<file path="src/hw/rtl/sed_pkg.sv">
`timescale 1ns / 1ps

package sed_pkg;

   typedef struct packed {
      logic a_neg;
      logic d_neg;
      logic dz;
   } sed_flags_type;

endpackage

</file>
<file path="src/hw/rtl/sed_cell.sv">
`timescale 1ns / 1ps

// One restoring step: shift in the next dividend bit, trial subtract, keep a quotient bit.
module sed_cell #(
   parameter int DATA_WIDTH = 32
) (
   input  logic                  clock,
   input  logic                  reset,
   input  logic                  advance,
   input  logic                  valid_prev,
   input  logic [DATA_WIDTH-1:0] rem_prev,
   input  logic [DATA_WIDTH-1:0] aq_prev,
   input  logic [DATA_WIDTH-1:0] dm_prev,
   input  sed_pkg::sed_flags_type flags_prev,
   output logic                  valid_ff,
   output logic [DATA_WIDTH-1:0] rem_ff,
   output logic [DATA_WIDTH-1:0] aq_ff,
   output logic [DATA_WIDTH-1:0] dm_ff,
   output sed_pkg::sed_flags_type flags_ff
);
   logic [DATA_WIDTH-1:0] shifted;
   logic [DATA_WIDTH:0]   diff;
   logic                  qbit;
   logic [DATA_WIDTH-1:0] rem_in;
   logic [DATA_WIDTH-1:0] aq_in;

   always_comb begin
      shifted = {rem_prev[DATA_WIDTH-2:0], aq_prev[DATA_WIDTH-1]};
      diff    = {1'b0, shifted} - {1'b0, dm_prev};
      qbit    = ~diff[DATA_WIDTH];
      rem_in  = qbit ? diff[DATA_WIDTH-1:0] : shifted;
      aq_in   = {aq_prev[DATA_WIDTH-2:0], qbit};
   end

   always_ff @(posedge clock) begin
      if (reset) begin
         valid_ff <= 1'b0;
      end else if (advance) begin
         valid_ff <= valid_prev;
      end
   end

   always_ff @(posedge clock) begin
      if (advance) begin
         rem_ff   <= rem_in;
         aq_ff    <= aq_in;
         dm_ff    <= dm_prev;
         flags_ff <= flags_prev;
      end
   end
endmodule

</file>
<file path="config.mk">
export PLATFORM = sky130hd
export DESIGN_NAME = sed_cell
export DESIGN_NICKNAME = d
export VERILOG_FILES = /design/src/hw/rtl/sed_pkg.sv /design/src/hw/rtl/sed_cell.sv
export SDC_FILE = /design/constraint.sdc
export NUM_CORES = 1
export LEC_CHECK = 0
export BUFFER_PORTS_ARGS = -buffer_cell sky130_fd_sc_hd__buf_2
export CORE_ASPECT_RATIO = 0.8
export CORE_MARGIN = 1.5
export CORE_UTILIZATION = 45
export CTS_CLUSTER_SIZE = 10
export DETAILED_ROUTE_END_ITERATION = 12
export PLACE_DENSITY = 0.75
export SLEW_MARGIN = 10
export SYNTH_ARGS = -nofsm -noshare
export SYNTH_HDL_FRONTEND = slang
export SYNTH_SLANG_ARGS = --single-unit
</file>
<file path="constraint.sdc">
create_clock -name clock -period 3.66 [get_ports clock]
set_clock_uncertainty 0.1 [all_clocks]
set_input_delay 0.183 -clock clock [delete_from_list [all_inputs] [get_ports clock]]
set_output_delay 0.183 -clock clock [all_outputs]
set_load 0.01 [all_outputs]
</file>
==> results.txt <==
----------------------------------------------------
[Global routing]
  Antenna violations before repair ... 0
  First-pass GRT wire length ... 20.1 mm
  Leftover overflow at the end of global routing ... 0
  GR Util All Layers ... 21.1%
  Number of global-route vias before repair ... 4360
  Maximum number of pins on one net before global-route repair ... 85

[Critical path]
  CP Data Arrival Time ... 3.45 ns
  Element type at the critical path start ... input pin
  Worst setup path category ... in2reg
  Data required, critical path ... 3.65 ns
  Biggest fanout along the worst timing path ... 17
  Critical Path Sink Type ... flip-flop

[Routing]
  Via total after detailed routing ... 4367
  Initial DRT Pass Iterations ... 5
  Violation count after the first detailed-routing iteration ... 215
  Routed wire per std cell ... 15.3 um
  DRT antenna net count ... 0
  Average vias per placed instance ... 5.12
  Residual DRC count ... 0
  Total wire length ... 13.1 mm

[Die]
  Initial core utilization ... 46.8%
  Core Box Area ... 11000 sq um
  Die outline width ... 123 um
  Die Area ... 12100 sq um
  Std cell rows ... 34
  Height of the die ... 98.7 um
  Top-level port count ... 203

[Pwr]
  Total net switching power ... 0.000856 W
  Switching fraction of total power ... 27.8%
  Areal power density over the cells ... 421 nW/um^2
  Lkg Pwr ... 3.27 nW
  Logic pwr share ... 24.3%
  Total power ... 0.00308 W
  Sequential cell fraction of total power ... 46.3%
  Worst vdd rail ir drop ... 304 uV
  Pint ... 0.00222 W
  Fraction of power consumed by the clock network ... 29.4%

[Layout]
  Final nets ... 840
  Fraction of final layout cells sized beyond drive strength 1 ... 32.9%
  Filler instances ... 814
  Final Instance Area ... 7310 sq um
  Diodes inserted ... 0
  Synthesis-to-layout area growth ... 41.8%

[Timing]
  Transition time at the pin with the least slew margin ... 1.03 ns
  Upper clock frequency limit ... 289 MHz
  Setup repair after global routing missed its margin ... false
  Max Transition Viols Final ... 0
  Final clock period utilization by the worst path ... 94.5%
  Final Hold Fails ... 0
  Relative max-transition margin ... 31.1%
  Time the worst path needs with I/O delays and setup ... 3.46 ns
  Final Setup Violations ... 0
  Post-route setup TNS ... 0 ns

[Synth]
  Leading cell types by count after synthesis ... 99 x edfxtp_1, 46 x a21oi_1, 40 x inv_1, 38 x nor2_1, 32 x ha_1
  Mean area per synthesized cell ... 12.0 sq um
  Most instantiated library cell after synthesis ... edfxtp_1
  Sequential share of the synthesized area ... 58.1%
  Synthesis-stage register bit count ... 100
  Top cells by area in the synthesized netlist ... edfxtp_1 58%, ha_1 7.8%, a21oi_1 4.5%, xnor2_1 3.4%, inv_1 2.9%
  Post-synthesis net count ... 566
  Top cell type's share of synthesized area ... 57.7%
  Most instantiated flip-flop cell in the synthesis netlist ... edfxtp_1
  Async set-reset flop share out of synthesis ... 0%
  EDFF count, synth ... 99
  Yosys warns ... 0
  Netlist Area Pre-Place ... 5150 sq um
  Gate count after technology mapping ... 430
  Largest area contributor in the synthesized netlist ... edfxtp_1
  Number of unique standard cell types used by synthesis ... 43

[CTS]
  CTS resizes ... 0
  Cts bufs inserted ... 9
  Root buffer cell ... clkbuf_16
  CTS max path bufs ... 2
  CTS tree ... built
  Worst skew pair latency ... 0.33 ns
  Number of H-tree levels ... 3
  Sinks on the clock net ... 100
  Clock edge transition at the registers on the reported setup and hold paths ... 0.07 ns

[Run]
  Count of maximum capacitance violations ... 0

[Placement]
  IO Port Bufs ... 201
  Gp weighted congestion ... 0.919
  Cell area after placement ... 6320 sq um
  HPWL after DPL ... 9.28 mm

[Outcome]
  Status ... completed

[Hold path]
  Hold crit path type ... in2reg

----------------------------------------------------
## final timing paths
check | from | end | slack (ns) | cells past startpoint
min reg2reg | valid_ff | valid_ff | 0.44 | 2
min | valid_prev | valid_ff | 0.02 | 3
max | dm_prev[1] | rem_ff[9] | 0.20 | 12
max reg2reg | valid_ff | valid_ff | 2.95 | 2
## area by class of cell
class / count / area [sq um] / area share [%]
Clock buffer: 10 / 229 / 3.13
Clock inverter: 6 / 56.3 / 0.771
Inverter: 40 / 150 / 2.05
Multi-Input combinational cell: 277 / 1930 / 26.4
Sequential cell: 100 / 2990 / 41.0
Tap cell: 144 / 180 / 2.47
Timing Repair Buffer: 276 / 1770 / 24.2
## placed cells by master, fill, tap and decap left out, drive strengths merged, types with 3 or more instances in the layout
cell type | synthesis | layout
buf | 7 | 208
edfxtp | 99 | 99
dlygate4sd3 | 0 | 67
a21oi | 47 | 47
inv | 40 | 43
nor2 | 38 | 38
ha | 32 | 32
xnor2 | 20 | 20
nand2 | 19 | 19
o21ai | 17 | 17
a21o | 14 | 14
clkbuf | 6 | 11
mux2 | 11 | 11
xor2 | 9 | 9
nand2b | 7 | 7
o21a | 7 | 7
nand3 | 7 | 7
nand4 | 6 | 6
a31oi | 5 | 5
and2 | 4 | 4
a211oi | 4 | 4
nor3 | 4 | 4
o31a | 3 | 3
## worst max-delay path: stages
cell	delay (ns)
dlygate4sd3_1	0.52
buf_2	0.15
fa_1	0.42
nand2b_1	0.19
a21oi_2	0.17
o2111ai_1	0.18
and2_1	0.22
o31a_1	0.33
o21a_1	0.27
o31ai_4	0.25
buf_12	0.20
mux2_2	0.35
## per-stage QoR
stage | util (%) | hold WS, ns | setup slack (ns) | instances
3_5_place_dp | 57.3 | 0.254 | 0.129 | 768
5_1_grt | 66.3 | 0.0180 | 0.0599 | 853
4_1_cts | 66.0 | 0.0162 | 0.142 | 851
2_1_floorplan | - | 0.155 | 0.358 | 430
6_report | 66.3 | 0.0221 | 0.201 | 853
3_3_place_gp | 57.3 | 0.239 | 0.157 | 768
## power by group through the flow
stage          Sequential [W]  Clock (W)  Combinational, W
3_5_place_dp          0.00145          0          0.000675
4_1_cts               0.00142   0.000929          0.000734
5_1_grt               0.00144   0.000963          0.000820
6_report              0.00142   0.000904          0.000748
2_1_floorplan         0.00151          0          0.000341
3_3_place_gp          0.00145          0          0.000657
## state kept, by name (all words and copies together) (netlist names)
register	cells
valid_ff	1
aq_ff	32
dm_ff	32
flags_ff	3
rem_ff	32
## kinds of logic after synthesis
| group | after synthesis | synth area share [%] |
|---|---|---|
| AO/OA/AOI/OAI | 113 | 13.9 |
| flip-flops | 100 | 58.1 |
| AND/OR/NAND/NOR | 90 | 7.89 |
| buffers and inverters | 53 | 4.49 |
| adder cells (fa/ha/maj) | 33 | 8.16 |
| XOR/XNOR | 29 | 4.93 |
| multiplexers | 12 | 2.60 |
## layer usage
metal	share of wire, %	vias up	GRT usage (%)
li1	-	2120	-
met3	7.8	22	5.44
met2	49	203	37.5
met4	1.6	0	5.55
met1	42	2022	25.5
met5	0	-	0
## what timing repair did
| item | in CTS | in global routing |
|---|---|---|
| hold buffers | 67 | 0 |
| endpoints found under the hold margin | 67 | 0 |
| setup endpoints to repair | 0 | 5 |
| setup buffers | 0 | 1 |
Note: power is estimated with default switching activity, not from simulation.
